<file path="config.mk">
export PLATFORM = sky130hd
export DESIGN_NAME = base64_stream_encoder
export DESIGN_NICKNAME = d
export VERILOG_FILES = /design/src/rtl/b64e_pkg.sv /design/src/rtl/base64_stream_encoder.sv /design/src/rtl/b64e_front.sv /design/src/rtl/b64e_queue.sv /design/src/rtl/b64e_back.sv
export SDC_FILE = /design/constraint.sdc
export NUM_CORES = 1
export LEC_CHECK = 0
export BUFFER_PORTS_ARGS = -buffer_cell sky130_fd_sc_hd__buf_2
export CORE_ASPECT_RATIO = 1.1
export CORE_MARGIN = 2
export CORE_UTILIZATION = 60
export CTS_BUF_LIST = sky130_fd_sc_hd__clkbuf_2 sky130_fd_sc_hd__clkbuf_4 sky130_fd_sc_hd__clkbuf_8
export CTS_CLUSTER_SIZE = 28
export DETAILED_ROUTE_END_ITERATION = 7
export PLACE_DENSITY = 0.82
export SLEW_MARGIN = 20
export SYNTH_ARGS = -nofsm -noshare
export SYNTH_HDL_FRONTEND = slang
export SYNTH_HIERARCHICAL = 1
export SYNTH_SLANG_ARGS = --single-unit
</file>
<file path="constraint.sdc">
create_clock -name i_clk -period 10.94 [get_ports i_clk]
set_input_delay 0.547 -clock i_clk [delete_from_list [all_inputs] [get_ports i_clk]]
set_output_delay 0.547 -clock i_clk [all_outputs]
set_load 0.02 [all_outputs]
</file>
<file path="src/rtl/b64e_pkg.sv">
// Package for the base64 stream encoder: item and job types, alphabet lookup.
// No dependencies; imported by every other file of the block.
`default_nettype none

package b64e_pkg;

    // Padding character '=' and default depth of the job queue.
    localparam logic [7:0] PAD_CHAR          = 8'h3D;
    localparam int         QUEUE_DEPTH_DEF   = 4;
    localparam int         CHARS_PER_JOB     = 4;

    // One input byte with its end-of-payload flag.
    typedef struct packed {
        logic [7:0] data_byte;
        logic       final_byte;
    } t_in_item;

    // One output character with its end-of-encoding flag.
    typedef struct packed {
        logic [7:0] out_char;
        logic       final_char;
    } t_out_item;

    // Position within the current three-byte group.
    typedef enum logic [1:0] {
        PH_FIRST  = 2'd0,
        PH_SECOND = 2'd1,
        PH_THIRD  = 2'd2
    } t_phase;

    // Characters that one input byte produces, ready for emission.
    typedef struct packed {
        logic [CHARS_PER_JOB-1:0][7:0] chars;
        logic [1:0]                    last_idx;
        logic                          fin;
    } t_job;

    // Maps a sextet onto the standard alphabet with '+' and '/'.
    function automatic logic [7:0] b64_char(input logic [5:0] s);
        logic [7:0] c;
        if (s < 6'd26) begin
            c = 8'({2'b00, s}) + 8'h41;
        end else if (s < 6'd52) begin
            c = 8'({2'b00, s}) + 8'h47;
        end else if (s < 6'd62) begin
            c = 8'({2'b00, s}) - 8'h04;
        end else if (s == 6'd62) begin
            c = 8'h2B;
        end else begin
            c = 8'h2F;
        end
        return c;
    endfunction

endpackage

`default_nettype wire

</file>
<file path="src/rtl/base64_stream_encoder.sv">
// Top level of the streaming base64 encoder (standard alphabet, '=' padding).
// Depends on b64e_pkg, b64e_front, b64e_queue and b64e_back.
//
//   Channel   Handshake              Payload
//   input     push / full            i_data   (t_in_item: data_byte, final_byte)
//   result    pop / empty            o_result (t_out_item: out_char, final_char)
//
// A byte is taken whenever the job queue has room; its characters leave
// through the back end's output register. The back end emits one character per
// cycle while the result port takes them; a byte yields one to four characters
// (four thirds on average), so that port sets the sustained rate. Synchronous
// reset clears the group phase, the queue and the output. A stalled result
// holds the back end while the queue's QUEUE_DEPTH jobs absorb bytes.
`default_nettype none

module base64_stream_encoder
    import b64e_pkg::*;
#(
    parameter int QUEUE_DEPTH = QUEUE_DEPTH_DEF
) (
    input  wire logic     i_clk,
    input  wire logic     i_rst_n,
    input  wire logic     push,
    output logic          full,
    input  wire t_in_item i_data,
    input  wire logic     pop,
    output logic          empty,
    output t_out_item     o_result
);

    t_job front_job;
    t_job queue_job;
    logic take;
    logic queue_valid;
    logic queue_rd;

    assign take = push && !full;

    // Classifies each byte into a job of characters.
    b64e_front u_front (
        .i_clk  (i_clk),
        .i_rst_n(i_rst_n),
        .i_take (take),
        .i_item (i_data),
        .o_job  (front_job)
    );

    // Decouples byte intake from character output.
    b64e_queue #(
        .DEPTH(QUEUE_DEPTH)
    ) u_queue (
        .i_clk   (i_clk),
        .i_rst_n (i_rst_n),
        .i_wr    (take),
        .i_wr_job(front_job),
        .o_full  (full),
        .i_rd    (queue_rd),
        .o_rd_job(queue_job),
        .o_valid (queue_valid)
    );

    // Emits characters one per cycle while the result slot is free.
    b64e_back u_back (
        .i_clk      (i_clk),
        .i_rst_n    (i_rst_n),
        .i_job_valid(queue_valid),
        .i_job      (queue_job),
        .o_job_take (queue_rd),
        .i_pop      (pop),
        .o_empty    (empty),
        .o_result   (o_result)
    );

endmodule

`default_nettype wire

</file>
<file path="src/rtl/b64e_front.sv">
// Front end of the base64 encoder: tracks the group phase and turns each
// byte into a job of one to four characters. Depends on b64e_pkg.
`default_nettype none

module b64e_front
    import b64e_pkg::*;
(
    input  wire logic     i_clk,
    input  wire logic     i_rst_n,
    input  wire logic     i_take,
    input  wire t_in_item i_item,
    output t_job          o_job
);

    t_phase     r_phase;
    t_phase     n_phase;
    logic [3:0] r_leftover;
    logic [3:0] n_leftover;
    logic [7:0] b;
    logic       fin;

    assign b   = i_item.data_byte;
    assign fin = i_item.final_byte;

    // Next phase and leftover bits after this byte.
    always_comb begin
        n_phase    = r_phase;
        n_leftover = r_leftover;
        case (r_phase)
            PH_SECOND: begin
                n_phase    = PH_THIRD;
                n_leftover = b[3:0];
            end
            PH_THIRD: begin
                n_phase    = PH_FIRST;
                n_leftover = 4'd0;
            end
            default: begin
                n_phase    = PH_SECOND;
                n_leftover = {2'b00, b[1:0]};
            end
        endcase
        // The last byte of a payload always closes the group.
        if (fin) begin
            n_phase    = PH_FIRST;
            n_leftover = 4'd0;
        end
    end

    // Characters that this byte completes, with padding when the last byte ends a partial group.
    always_comb begin
        o_job.chars    = '0;
        o_job.last_idx = 2'd0;
        o_job.fin      = fin;
        case (r_phase)
            PH_SECOND: begin
                o_job.chars[0] = b64_char({r_leftover[1:0], b[7:4]});
                if (fin) begin
                    o_job.chars[1] = b64_char({b[3:0], 2'b00});
                    o_job.chars[2] = PAD_CHAR;
                    o_job.last_idx = 2'd2;
                end
            end
            PH_THIRD: begin
                o_job.chars[0] = b64_char({r_leftover, b[7:6]});
                o_job.chars[1] = b64_char(b[5:0]);
                o_job.last_idx = 2'd1;
            end
            default: begin
                o_job.chars[0] = b64_char(b[7:2]);
                if (fin) begin
                    o_job.chars[1] = b64_char({b[1:0], 4'b0000});
                    o_job.chars[2] = PAD_CHAR;
                    o_job.chars[3] = PAD_CHAR;
                    o_job.last_idx = 2'd3;
                end
            end
        endcase
    end

    // Phase state advances on every transfer.
    always_ff @(posedge i_clk) begin
        if (!i_rst_n) begin
            r_phase    <= PH_FIRST;
            r_leftover <= 4'd0;
        end else if (i_take) begin
            r_phase    <= n_phase;
            r_leftover <= n_leftover;
        end
    end

endmodule

`default_nettype wire

</file>
<file path="src/rtl/b64e_queue.sv">
// Short job queue between the front end and the back end of the encoder.
// Depends on b64e_pkg for the job type.
`default_nettype none

module b64e_queue
    import b64e_pkg::*;
#(
    parameter int DEPTH = QUEUE_DEPTH_DEF
) (
    input  wire logic i_clk,
    input  wire logic i_rst_n,
    input  wire logic i_wr,
    input  wire t_job i_wr_job,
    output logic      o_full,
    input  wire logic i_rd,
    output t_job      o_rd_job,
    output logic      o_valid
);

    localparam int AW = (DEPTH > 1) ? $clog2(DEPTH) : 1;
    localparam int CW = $clog2(DEPTH + 1);

    t_job          r_mem [DEPTH];
    t_job          r_head;
    logic [AW-1:0] r_wr_ptr;
    logic [AW-1:0] r_rd_ptr;
    logic [CW-1:0] r_count;
    logic          wr_en;
    logic          rd_en;
    logic          head_free;
    logic          mem_any;
    logic          load_mem;
    logic          bypass;
    logic          mem_wr;

    // The oldest job sits in a head register; later ones wait in the memory.
    assign o_full    = (r_count == CW'(DEPTH));
    assign o_valid   = (r_count != '0);
    assign wr_en     = i_wr && !o_full;
    assign rd_en     = i_rd && o_valid;
    assign head_free = !o_valid || rd_en;
    assign mem_any   = (r_count > CW'(1));
    assign load_mem  = head_free && mem_any;
    assign bypass    = head_free && !mem_any && wr_en;
    assign mem_wr    = wr_en && !bypass;
    assign o_rd_job  = r_head;

    // Storage for queued jobs behind the head.
    always_ff @(posedge i_clk) begin
        if (mem_wr) begin
            r_mem[r_wr_ptr] <= i_wr_job;
        end
    end

    // Head register: refilled from the memory, or straight from the input when
    // the memory holds nothing.
    always_ff @(posedge i_clk) begin
        if (load_mem) begin
            r_head <= r_mem[r_rd_ptr];
        end else if (bypass) begin
            r_head <= i_wr_job;
        end
    end

    // Pointers and fill count.
    always_ff @(posedge i_clk) begin
        if (!i_rst_n) begin
            r_wr_ptr <= '0;
            r_rd_ptr <= '0;
            r_count  <= '0;
        end else begin
            if (mem_wr) begin
                r_wr_ptr <= (r_wr_ptr == AW'(DEPTH - 1)) ? '0 : r_wr_ptr + 1'b1;
            end
            if (load_mem) begin
                r_rd_ptr <= (r_rd_ptr == AW'(DEPTH - 1)) ? '0 : r_rd_ptr + 1'b1;
            end
            if (wr_en && !rd_en) begin
                r_count <= r_count + 1'b1;
            end else if (rd_en && !wr_en) begin
                r_count <= r_count - 1'b1;
            end
        end
    end

endmodule

`default_nettype wire

</file>
<file path="src/rtl/b64e_back.sv">
// Back end of the base64 encoder: takes jobs from the queue and emits their
// characters one per cycle into a free output register. Depends on b64e_pkg.
`default_nettype none

module b64e_back
    import b64e_pkg::*;
(
    input  wire logic i_clk,
    input  wire logic i_rst_n,
    input  wire logic i_job_valid,
    input  wire t_job i_job,
    output logic      o_job_take,
    input  wire logic i_pop,
    output logic      o_empty,
    output t_out_item o_result
);

    t_job       r_job;
    logic       r_busy;
    logic [1:0] r_idx;
    logic       r_out_valid;
    t_out_item  r_out;
    logic       slot_free;
    logic       at_last;
    logic       emit;

    assign slot_free  = !r_out_valid || i_pop;
    assign at_last    = (r_idx == r_job.last_idx);
    assign emit       = r_busy && slot_free;
    assign o_job_take = i_job_valid && (!r_busy || (emit && at_last));
    assign o_empty    = !r_out_valid;
    assign o_result   = r_out;

    // Current job and character index.
    always_ff @(posedge i_clk) begin
        if (!i_rst_n) begin
            r_busy <= 1'b0;
            r_idx  <= 2'd0;
        end else if (o_job_take) begin
            r_busy <= 1'b1;
            r_idx  <= 2'd0;
        end else if (emit) begin
            if (at_last) begin
                r_busy <= 1'b0;
            end
            r_idx <= r_idx + 2'd1;
        end
    end

    always_ff @(posedge i_clk) begin
        if (o_job_take) begin
            r_job <= i_job;
        end
    end

    // Output register: holds a character until its transfer.
    always_ff @(posedge i_clk) begin
        if (!i_rst_n) begin
            r_out_valid <= 1'b0;
        end else if (emit) begin
            r_out_valid <= 1'b1;
        end else if (i_pop) begin
            r_out_valid <= 1'b0;
        end
    end

    always_ff @(posedge i_clk) begin
        if (emit) begin
            r_out.out_char   <= r_job.chars[r_idx];
            r_out.final_char <= r_job.fin && at_last;
        end
    end

endmodule

`default_nettype wire

</file>
==> run summary, run 1 <==
Status - finished, final reports clean
IO Pins - 24
Met1 WL - 9140 µm
Initial DRC count - 625
Hold Crit Start - pop
Slowest-stage cell, CP - dfxtp_1
Hold buffers post-CTS - 0
Cell with the most instances after synthesis - edfxtp_1
Largest fanout on the critical path - 39
Top cells by count, synth - edfxtp_1, nand2_1, mux2_2
Die Area - 0.0200 mm²
Worst-margin pin slew - 1.09 ns
Pre-CTS setup slack - 7.61 ns
Clock slew at reported path FFs - 0.06 ns
Total GRT Usage - 22.8%
Post-Synthesis Cells - 753
Cell row count - 52
DRT antenna net count - 0
Final wirelength - 22500 µm
Final period utilization - 30.3%
Diode count - 0
Quantity of gates resized following cts - 0
Crit-path cells - xor2_1 -> o31ai_1 -> and2_1 -> buf_4 -> nor2_1 -> o31a_1 -> and2_1 -> buf_4
Maximum single-stage delay on the critical path - 0.75 ns
Metal3 WL - 1370 µm
Vias in the first global route - 6592
Synth area leader - edfxtp_1
Final core occ - 65.8%
Root Driver - clkbuf_8
RSZ-0062 raised after global routing - no
CTS buffer count - 35
Crit path kind - flip-flop to flip-flop
Top delay family on crit path - compound AO/OA/AOI/OAI gates
Worst reg2reg path depth - 8
Post-DP Area - 0.0115 mm²
Placer congestion estimate - 0.913
Residual DRC - 0
DP Cell Count - 978
R2r setup slk - 7.63 ns
Multi-input logic area - 0.00392 mm²
HPWL after detailed placement - 14100 µm
Design area - 0.0121 mm²
Gr ovfl total - 0
DR WL/cell - 21.7 µm
WP data required - 11.12 ns
Fin cells - 1037
Initial antenna violation count - 0
Layout fillers - 1209
CTS tree - yes
Crit Reg-Reg Startpoint - u_back/r_idx[0]$_SDFFE_PP0P_
Maximum number of pins on one net before global-route repair - 40
CTS Sinks - 238
First-pass GRT wire length - 35100 µm
Setup TNS - 0 ns
Initial core utilization - 61.4%
HP Class - input pin to flip-flop
CP Capture Type - flip-flop
WHS Path Cells - 3
Synth area leaders - edfxtp_1, mux4_1, mux2_2
Routed vias/inst - 6.42
1st-pass router iterations - 5
Ys Warns - 6
#FFs+latches synth - 238
Fmax - 302 MHz
Post-Syn Area per Cell - 15.0 µm²
Min Tclk post-route - 3.31 ns
Register area share after synthesis - 61.5%
Cell Area, Synth - 0.0113 mm²
Buf/Inv on CP - 2
Worst Hold End - u_back/r_out_valid$_SDFFE_PN0P_
Ys async rst share - 0%
Dominant synthesized flop cell - edfxtp_1
Die width - 135 µm
Static leakage - 4.20 nW
WL met2 - 11400 µm
Post-synth top area share - 58.2%
Final #Nets - 816
CTS H-Tree Depth - 2
VDD IR max - 252 µV
Clock Skew - 0.0104 ns
Setup Fix Bufs, Post-CTS - 0
Max-Cap Viols - 0
Worst Slack Setup Final - 7.63 ns
Core Box Area - 0.0184 mm²
Slew margin rel. - 27.5%
EDFF count, synth - 219
Worst-Skew Late Latency - 0.50 ns
Final Hold Fails - 0
Buffers on Ports - 23
Final setup fails - 0
Routed vias - 6660
Ratio of cells with drive above 1 in the final layout - 18.5%
Synth-to-Final Area Change - 7.18%
Reg-to-Reg End - u_queue/r_mem[1][30]$_DFFE_PP_
Startpoint Class - flip-flop
Vert. Die Dim - 148 µm
Crit path DAT - 3.49 ns
Top Layer Used - met4
Yosys cell types - 72
Maximum buffer depth of the clock tree - 3
Final Max Tran Viols - 0
Reg area - 0.00696 mm²
P per Cell Area - 243 mW/mm²
-- through the flow --
step,hold slack (ns),total power (W)
after global routing,0.384,0.00309
after detailed placement,0.405,0.00230
after floorplan,0.400,0.00209
final,0.395,0.00295
after CTS,0.383,0.00297
after global placement,0.407,0.00225
-- tightest hold or removal path: cells and delay by family --
kind	cells	cell delay (ns)
AO/OA/AOI/OAI	1	0.08
buffers and inverters	1	0.09
AND/OR/NAND/NOR	1	0.12
-- logic make-up after synthesis --
logic type               synth area share [%]
AO/OA/AOI/OAI                            8.69
XOR/XNOR                                0.852
buffers and inverters                    3.99
other                                  0.0332
flip-flops                               61.5
AND/OR/NAND/NOR                          7.65
adder cells (fa/ha/maj)                  3.43
multiplexers                             13.8
-- flip-flops by register name (all words and copies together), names as in the netlist, 2 cells and up, named ones only --
name	cells
u_front/r_phase	2
u_back/o_result	9
u_front/r_leftover	4
u_queue/o_rd_job	35
u_back/r_job	35
u_queue/r_wr_ptr	2
u_queue/r_mem	140
u_back/r_idx	2
u_queue/r_count	3
u_queue/r_rd_ptr	2
-- cells in the final DEF (no fill, tap or decap), drive strengths merged, types with 5 or more instances in the layout --
| cell | synthesis | layout |
|---|---|---|
| o211ai | 9 | 9 |
| o22ai | 5 | 5 |
| mux2i | 6 | 6 |
| dfxtp | 19 | 19 |
| mux2 | 37 | 37 |
| nor3 | 18 | 18 |
| nor2 | 20 | 20 |
| nand4 | 5 | 5 |
| a21oi | 26 | 26 |
| o31a | 5 | 5 |
| a221oi | 5 | 5 |
| conb | 1 | 6 |
| mux4 | 43 | 43 |
| a31oi | 7 | 7 |
| inv | 28 | 28 |
| edfxtp | 219 | 219 |
| nand3 | 20 | 20 |
| nor2b | 11 | 11 |
| a211oi | 6 | 6 |
| a21o | 6 | 6 |
| buf | 35 | 31 |
| o21ai | 23 | 23 |
| nand2b | 10 | 10 |
| ha | 31 | 31 |
| and2 | 16 | 16 |
| clkbuf | 19 | 51 |
| xnor2 | 7 | 7 |
| a211o | 5 | 5 |
| nand2 | 48 | 48 |
| or3 | 5 | 5 |
| clkinv | 0 | 8 |
-- how the worst max path moves through the flow --
stage / startpoint / to / slack (ns) / cells past startpoint
2_1_floorplan: pop / u_queue/o_rd_job[0]$_DFFE_PP_ / 7.47 / 4
3_3_place_gp: u_back/r_idx[0]$_SDFFE_PP0P_ / u_queue/o_rd_job[33]$_DFFE_PP_ / 7.73 / 7
3_5_place_dp: u_back/r_idx[0]$_SDFFE_PP0P_ / u_queue/r_mem[1][25]$_DFFE_PP_ / 7.61 / 8
4_1_cts: u_back/r_idx[0]$_SDFFE_PP0P_ / u_queue/r_mem[1][29]$_DFFE_PP_ / 7.59 / 8
5_1_grt: u_back/r_idx[0]$_SDFFE_PP0P_ / u_queue/r_mem[1][29]$_DFFE_PP_ / 7.35 / 8
6_report: u_back/r_idx[0]$_SDFFE_PP0P_ / u_queue/r_mem[1][30]$_DFFE_PP_ / 7.63 / 8
-- per-layer routing --
metal	up-vias	global-route usage [%]
met2	341	38.5
met1	3260	30.8
met4	0	8.26
met3	51	2.74
li1	3008	-
met5	-	0
-- power by group --
| part | internal [W] | total (W) | switching, W | leakage (nW) |
|---|---|---|---|---|
| Combinational | 0.000349 | 0.000773 | 0.000423 | 1.65 |
| Clock | 0.000365 | 0.000669 | 0.000304 | 0.350 |
| Sequential | 0.00137 | 0.00151 | 0.000142 | 2.21 |
| Total | 0.00208 | 0.00295 | 0.000870 | 4.20 |
-- area by class of cell --
type	count	share of cell area, %
Tap cell	243	2.51
Timing Repair Buffer	31	1.45
Clock inverter	8	0.258
Clock buffer	51	5.17
Inverter	28	0.867
Multi-Input combinational cell	438	32.3
Sequential cell	238	57.4
(Power assumes the default switching activity.)
==> run 2, diff against run 1 <==
==> constraint.sdc (replaced) <==
create_clock -name i_clk -period 3.2 [get_ports i_clk]
set_input_delay 0.16 -clock i_clk [delete_from_list [all_inputs] [get_ports i_clk]]
set_output_delay 0.16 -clock i_clk [all_outputs]
set_load 0.02 [all_outputs]
==> run 2 against run 1 <==
Clock skew grew 0.018 ns; design area rose by 2.0%; clock power grew to 3.9 times the previous value; utilization grew 1.3 points; critical endpoint is now u_queue/o_rd_job[5]$_DFFE_PP_; global-route usage increased by 2.0 points.
==> run summary, run 2 (synthesized netlist as in run 1, its figures left out) <==
Top reg by flops - u_queue/r_mem (unchanged)
Most frequent cells in the layout - edfxtp_1, nand2_1, clkbuf_8 (unchanged)
HPWL after detailed placement - 15200 µm (was 14100 µm)
Static leakage - 4.34 nW (was 4.20 nW)
Final wirelength - 24300 µm (was 22500 µm)
Die Area - 0.0200 mm² (unchanged)
Sw Ratio - 29.3% (was 29.5%)
Final period utilization - 88.3% (was 30.3%)
Root Driver - clkbuf_8 (unchanged)
Met2 Usage GRT - 42.3% (was 38.5%)
Cell row count - 52 (unchanged)
Clock slew at reported path FFs - 0.06 ns (about the same)
HP Class - input pin to flip-flop (unchanged)
DP Cell Count - 991 (was 978)
CTS tree - yes (unchanged)
CTS H-Tree Depth - 2 (unchanged)
Crit path kind - flip-flop to flip-flop (unchanged)
Reg power frac - 47.3% (was 51.1%)
Maximum single-stage delay on the critical path - 0.47 ns (was 0.75 ns)
Gr ovfl total - 0 (unchanged)
CP endpoint - u_queue/o_rd_job[5]$_DFFE_PP_ (was u_queue/r_mem[1][30]$_DFFE_PP_)
Routed vias/inst - 6.43 (was 6.42)
Internal - 0.00749 W (was 0.00208 W)
Initial antenna violation count - 0 (unchanged)
Worst-margin pin slew - 0.860 ns (was 1.09 ns)
Worst-Skew Late Latency - 0.50 ns (about the same)
VDD IR max - 877 µV (was 252 µV)
Crit path DAT - 3.07 ns (was 3.49 ns)
Final Max Tran Viols - 0 (unchanged)
WP data required - 3.45 ns (was 11.12 ns)
Largest fanout on the critical path - 7 (was 39)
R2r setup slk - 0.37 ns (was 7.63 ns)
Max reg flops - 140 (unchanged)
Max-Cap Viols - 0 (unchanged)
CTS Sinks - 238 (unchanged)
DR WL/cell - 23.1 µm (was 21.7 µm)
Slew margin rel. - 42.5% (was 27.5%)
Fin cells - 1053 (was 1037)
First-pass GRT wire length - 37600 µm (was 35100 µm)
Ratio of cells with drive above 1 in the final layout - 20.9% (was 18.5%)
Logic pwr share - 27.9% (was 26.2%)
Diode count - 0 (unchanged)
Die width - 135 µm (unchanged)
Met1 track utilization from global routing - 32.9% (was 30.8%)
Vert. Die Dim - 148 µm (unchanged)
Fmax - 354 MHz (was 302 MHz)
Core Box Area - 0.0184 mm² (unchanged)
CP Launch Point - u_front/r_leftover[1]$_SDFFE_PN0P_ (was u_back/r_idx[0]$_SDFFE_PP0P_)
Min Tclk post-route - 2.83 ns (was 3.31 ns)
Total GRT Usage - 24.8% (was 22.8%)
Residual DRC - 0 (unchanged)
1st-pass router iterations - 5 (unchanged)
Setup TNS - 0 ns (unchanged)
RSZ-0062 raised after global routing - no (unchanged)
Clock Power Share - 24.7% (was 22.7%)
Psw - 0.00310 W (was 0.000870 W)
Startpoint Class - flip-flop (unchanged)
Setup Fix Bufs, Post-CTS - 0 (unchanged)
IO Pins - 24 (unchanged)
Final Hold Fails - 0 (unchanged)
Slowest-stage cell, CP - dfxtp_1 (unchanged)
Busiest layer in global routing - met2 (unchanged)
Initial core utilization - 61.4% (unchanged)
Placer congestion estimate - 0.930 (was 0.913)
Synth-to-Final Area Change - 9.37% (was 7.18%)
Worst reg2reg path depth - 8 (unchanged)
GRT met3 Usage - 3.19% (was 2.74%)
DRT antenna net count - 0 (unchanged)
Routed vias - 6771 (was 6660)
CTS buffer count - 36 (was 35)
Status - finished, final reports clean (unchanged)
Crit Reg-Reg Startpoint - u_front/r_leftover[1]$_SDFFE_PN0P_ (was u_back/r_idx[0]$_SDFFE_PP0P_)
Buffers on Ports - 23 (unchanged)
Maximum buffer depth of the clock tree - 3 (unchanged)
Final #Nets - 831 (was 816)
Most common cell after layout, fill and taps aside - edfxtp_1 (unchanged)
Maximum number of pins on one net before global-route repair - 38 (was 40)
Initial DRC count - 605 (was 625)
CP Capture Type - flip-flop (unchanged)
Vias in the first global route - 6933 (was 6592)
P per Cell Area - 857 mW/mm² (was 243 mW/mm²)
Final setup fails - 0 (unchanged)
Clock Skew - 0.0284 ns (was 0.0104 ns)
Crit-path cells - inv_1 -> ha_1 -> and3b_1 -> nor2_1 -> a211o_1 -> a31oi_1 -> o211ai_1 -> mux2_2 (was xor2_1 -> o31ai_1 -> and2_1 -> buf_4 -> nor2_1 -> o31a_1 -> and2_1 -> buf_4)
Reg-to-Reg End - u_queue/o_rd_job[5]$_DFFE_PP_ (was u_queue/r_mem[1][30]$_DFFE_PP_)
==> run 2: changes by cell type in the layout (fill, tap and decap cells not counted), sizes merged <==
cell | previous run | this run
dlygate4sd3 | 0 | 1
clkbuf | 51 | 53
inv | 28 | 29
buf | 31 | 44
clkinvlp | 0 | 1
bufinv | 0 | 3
clkinv | 8 | 3
==> run 2: repair_timing <==
action,4_1_cts,5_1_grt
hold buffers,1,0
gates resized for setup,0,0
hold endpoints to repair,1,0
==> run 2: metrics by stage <==
step / hold WS [ns] / util [%] / worst slack (ns) / cell area [µm²] / total power (W)
after global placement: 0.402 / 62.9 / 0.521 / 11600 / 0.00783
after floorplan: 0.282 / - / 0.179 / 11300 / 0.00714
after global routing: 0.0809 / 67.2 / 0.246 / 12400 / 0.0111
final: 0.0879 / 67.2 / 0.375 / 12400 / 0.0106
after CTS: 0.0639 / 67.2 / 0.404 / 12400 / 0.0107
after detailed placement: 0.405 / 62.9 / 0.419 / 11600 / 0.00803
==> run 2: how the worst min path moves through the flow <==
stage / start / to / slack [ns] / cells after the start
final: i_data[0] / u_queue/r_mem[0][0]$_DFFE_PP_ / 0.09 / 1
after global routing: i_data[0] / u_queue/r_mem[1][0]$_DFFE_PP_ / 0.08 / 1
after CTS: i_data[0] / u_queue/r_mem[0][0]$_DFFE_PP_ / 0.06 / 1
after detailed placement: u_queue/o_rd_job[31]$_DFFE_PP_ / u_back/r_job[31]$_DFFE_PP_ / 0.40 / 0
after global placement: u_queue/o_rd_job[1]$_DFFE_PP_ / u_back/r_job[1]$_DFFE_PP_ / 0.40 / 0
after floorplan: i_rst_n / u_front/r_leftover[0]$_SDFFE_PN0P_ / 0.28 / 1
==> run 2: critical path, delay by kind of cell, from the launching register on <==
family	cells	cell delay, ns
buf+inv	1	0.18
fa+ha+maj	1	0.27
compound gates	3	0.85
simple gates	2	0.46
flops	1	0.47
mux	1	0.33
==> run 2: area by class of cell <==
class                   instances  area, µm²
clock buffers                  53        648
clock inverters                 8        124
fillers                      1188       6040
inverters                      28        105
multi-input cells             438       3920
flip-flops and latches        238       6960
well taps                     243        304
repair buffers                 45        308
==> run 2: power groups by stage <==
stage	combinational [W]	sequential, W	clock, W
floorplan	0.00220	0.00494	0
global placement	0.00282	0.00501	0
detailed placement	0.00295	0.00508	0
CTS	0.00298	0.00502	0.00266
global route	0.00318	0.00508	0.00280
finish	0.00296	0.00502	0.00262
==> run 2: layer usage <==
layer,up-vias,wire length (µm),part of all wire [%]
met2,281,12400,51
met1,3416,9980,41
met4,0,701,2.9
met5,-,0,0
met3,48,1280,5.2
li1,3026,-,-
==> run 3, diff against run 2 <==
--- a/config.mk
+++ b/config.mk
@@ -9,7 +9,7 @@
 export CORE_ASPECT_RATIO = 1.1
 export CORE_MARGIN = 2
 export CORE_UTILIZATION = 60
-export CTS_BUF_LIST = sky130_fd_sc_hd__clkbuf_2 sky130_fd_sc_hd__clkbuf_4 sky130_fd_sc_hd__clkbuf_8
+export CTS_BUF_LIST = sky130_fd_sc_hd__clkbuf_8
 export CTS_CLUSTER_SIZE = 28
 export DETAILED_ROUTE_END_ITERATION = 7
 export PLACE_DENSITY = 0.82
==> run 3 against run 2 <==
Clock skew grew 0.0034 ns; utilization fell by 0.27 points; combinational power barely moved; critical path type unchanged; highest routed layer unchanged; first-iteration DRC count rose by 3.0%; largest power group unchanged; die area unchanged.
==> run summary, run 3 (synthesized netlist as in run 1, its figures left out) <==
Status - finished, final reports clean (unchanged)
Maximum number of pins on one net before global-route repair - 38 (unchanged)
1st-pass router iterations - 5 (unchanged)
Cell row count - 52 (unchanged)
Clock Skew - 0.0318 ns (was 0.0284 ns)
Die Area - 0.0200 mm² (unchanged)
CTS Sinks - 238 (unchanged)
Diode count - 0 (unchanged)
DRT antenna net count - 0 (unchanged)
VDD IR max - 877 µV (about the same)
CTS buffer count - 36 (unchanged)
Crit path kind - flip-flop to flip-flop (unchanged)
IO Pins - 24 (unchanged)
Logic pwr share - 28.4% (was 27.9%)
HPWL after detailed placement - 15200 µm (unchanged)
Fmax - 350 MHz (was 354 MHz)
Internal - 0.00734 W (was 0.00749 W)
Final wirelength - 24400 µm (was 24300 µm)
Min Tclk post-route - 2.86 ns (was 2.83 ns)
Final period utilization - 89.3% (was 88.3%)
Most common cell after layout, fill and taps aside - edfxtp_1 (unchanged)
Setup TNS - 0 ns (unchanged)
Worst-margin pin slew - 0.853 ns (was 0.860 ns)
Most frequent cells in the layout - edfxtp_1, nand2_1, inv_1 (was edfxtp_1, nand2_1, clkbuf_8)
P per Cell Area - 847 mW/mm² (was 857 mW/mm²)
Vert. Die Dim - 148 µm (unchanged)
Max reg flops - 140 (unchanged)
Reg power frac - 48.0% (was 47.3%)
Final core occ - 66.9% (was 67.2%)
WP data required - 3.45 ns (about the same)
Gr ovfl total - 0 (unchanged)
Sw Ratio - 29.7% (was 29.3%)
Core Box Area - 0.0184 mm² (unchanged)
Static leakage - 4.35 nW (was 4.34 nW)
Routed vias/inst - 6.40 (was 6.43)
CP Capture Type - flip-flop (unchanged)
Slew margin rel. - 42.9% (was 42.5%)
Clock slew at reported path FFs - 0.06 ns (about the same)
Final Max Tran Viols - 0 (unchanged)
Residual DRC - 0 (unchanged)
Setup Fix Bufs, Post-CTS - 0 (unchanged)
Initial DRC count - 623 (was 605)
Final setup fails - 0 (unchanged)
Largest fanout on the critical path - 7 (unchanged)
Total GRT Usage - 24.8% (about the same)
Die width - 135 µm (unchanged)
Clock Power Share - 23.6% (was 24.7%)
Synth-to-Final Area Change - 8.94% (was 9.37%)
Initial antenna violation count - 0 (unchanged)
Maximum buffer depth of the clock tree - 3 (unchanged)
Ratio of cells with drive above 1 in the final layout - 19.3% (was 20.9%)
Top reg by flops - u_queue/r_mem (unchanged)
Crit path DAT - 3.11 ns (was 3.07 ns)
Placer congestion estimate - 0.930 (unchanged)
Routed vias - 6736 (was 6771)
Max-Cap Viols - 0 (unchanged)
HP Class - input pin to flip-flop (unchanged)
Vias in the first global route - 6926 (was 6933)
Final #Nets - 831 (unchanged)
Worst-Skew Late Latency - 0.50 ns (about the same)
DR WL/cell - 23.1 µm (about the same)
CTS tree - yes (unchanged)
First-pass GRT wire length - 37600 µm (unchanged)
Startpoint Class - flip-flop (unchanged)
Psw - 0.00310 W (about the same)
CTS H-Tree Depth - 2 (unchanged)
Root Driver - clkbuf_8 (unchanged)
Buffers on Ports - 23 (unchanged)
R2r setup slk - 0.34 ns (was 0.37 ns)
Final Hold Fails - 0 (unchanged)
Initial core utilization - 61.4% (unchanged)
RSZ-0062 raised after global routing - no (unchanged)
run 3: changes by cell type in the layout (fill, tap and decap cells not counted):
cell	change
inv_1	+13
clkbuf_4	-13
run 3: stage by stage:
step | area (µm²) | setup slack, ns | instances | total power [W] | hold WS [ns]
floorplan | 11300 | 0.179 | 758 | 0.00714 | 0.282
CTS | 12300 | 0.404 | 1053 | 0.0105 | 0.0633
global route | 12300 | 0.246 | 1053 | 0.0109 | 0.0810
global placement | 11600 | 0.521 | 991 | 0.00783 | 0.402
finish | 12300 | 0.342 | 1053 | 0.0104 | 0.0856
detailed placement | 11600 | 0.419 | 991 | 0.00803 | 0.405
run 3: worst paths after layout:
| check | start | endpoint | cells after the start |
|---|---|---|---|
| min | i_data[0] | u_queue/r_mem[0][0]$_DFFE_PP_ | 1 |
| max | u_front/r_leftover[1]$_SDFFE_PN0P_ | u_queue/o_rd_job[5]$_DFFE_PP_ | 8 |
| min reg2reg | u_queue/o_rd_job[13]$_DFFE_PP_ | u_back/r_job[13]$_DFFE_PP_ | 0 |
| max reg2reg | u_front/r_leftover[1]$_SDFFE_PN0P_ | u_queue/o_rd_job[5]$_DFFE_PP_ | 8 |
run 3: metal layers:
metal,up-vias,global-route usage (%),routed length [µm]
met5,-,0,0
met4,0,8.95,617
met3,47,3.19,1290
met2,270,42.4,12500
met1,3394,32.9,9970
li1,3025,-,-
run 3: worst max-delay path, cell delays in order (launching register included):
cell and delay [ns]:
dfxtp_1 0.48, inv_1 0.19, ha_1 0.27, and3b_1 0.39
nor2_1 0.10, a211o_1 0.27, a31oi_1 0.33, o211ai_1 0.25
mux2_2 0.33
run 3: power by group through the flow:
| stage | registers, W | clock network, W | logic, W |
|---|---|---|---|
| 6_report | 0.00501 | 0.00246 | 0.00296 |
| 4_1_cts | 0.00502 | 0.00251 | 0.00298 |
| 5_1_grt | 0.00508 | 0.00265 | 0.00318 |
| 3_5_place_dp | 0.00508 | 0 | 0.00295 |
| 2_1_floorplan | 0.00494 | 0 | 0.00220 |
| 3_3_place_gp | 0.00501 | 0 | 0.00282 |
run 3: area by class of cell:
cell class	count	area (µm²)
Fill cell	1189	6090
Multi-Input combinational cell	438	3920
Clock buffer	40	551
Clock inverter	21	173
Inverter	28	105
Tap cell	243	304
Sequential cell	238	6960
Timing Repair Buffer	45	308
run 3: timing repair:
item                      in CTS  in global routing
hold buffers                   1                  0
hold endpoints to repair       1                  0
resized for setup              0                  0
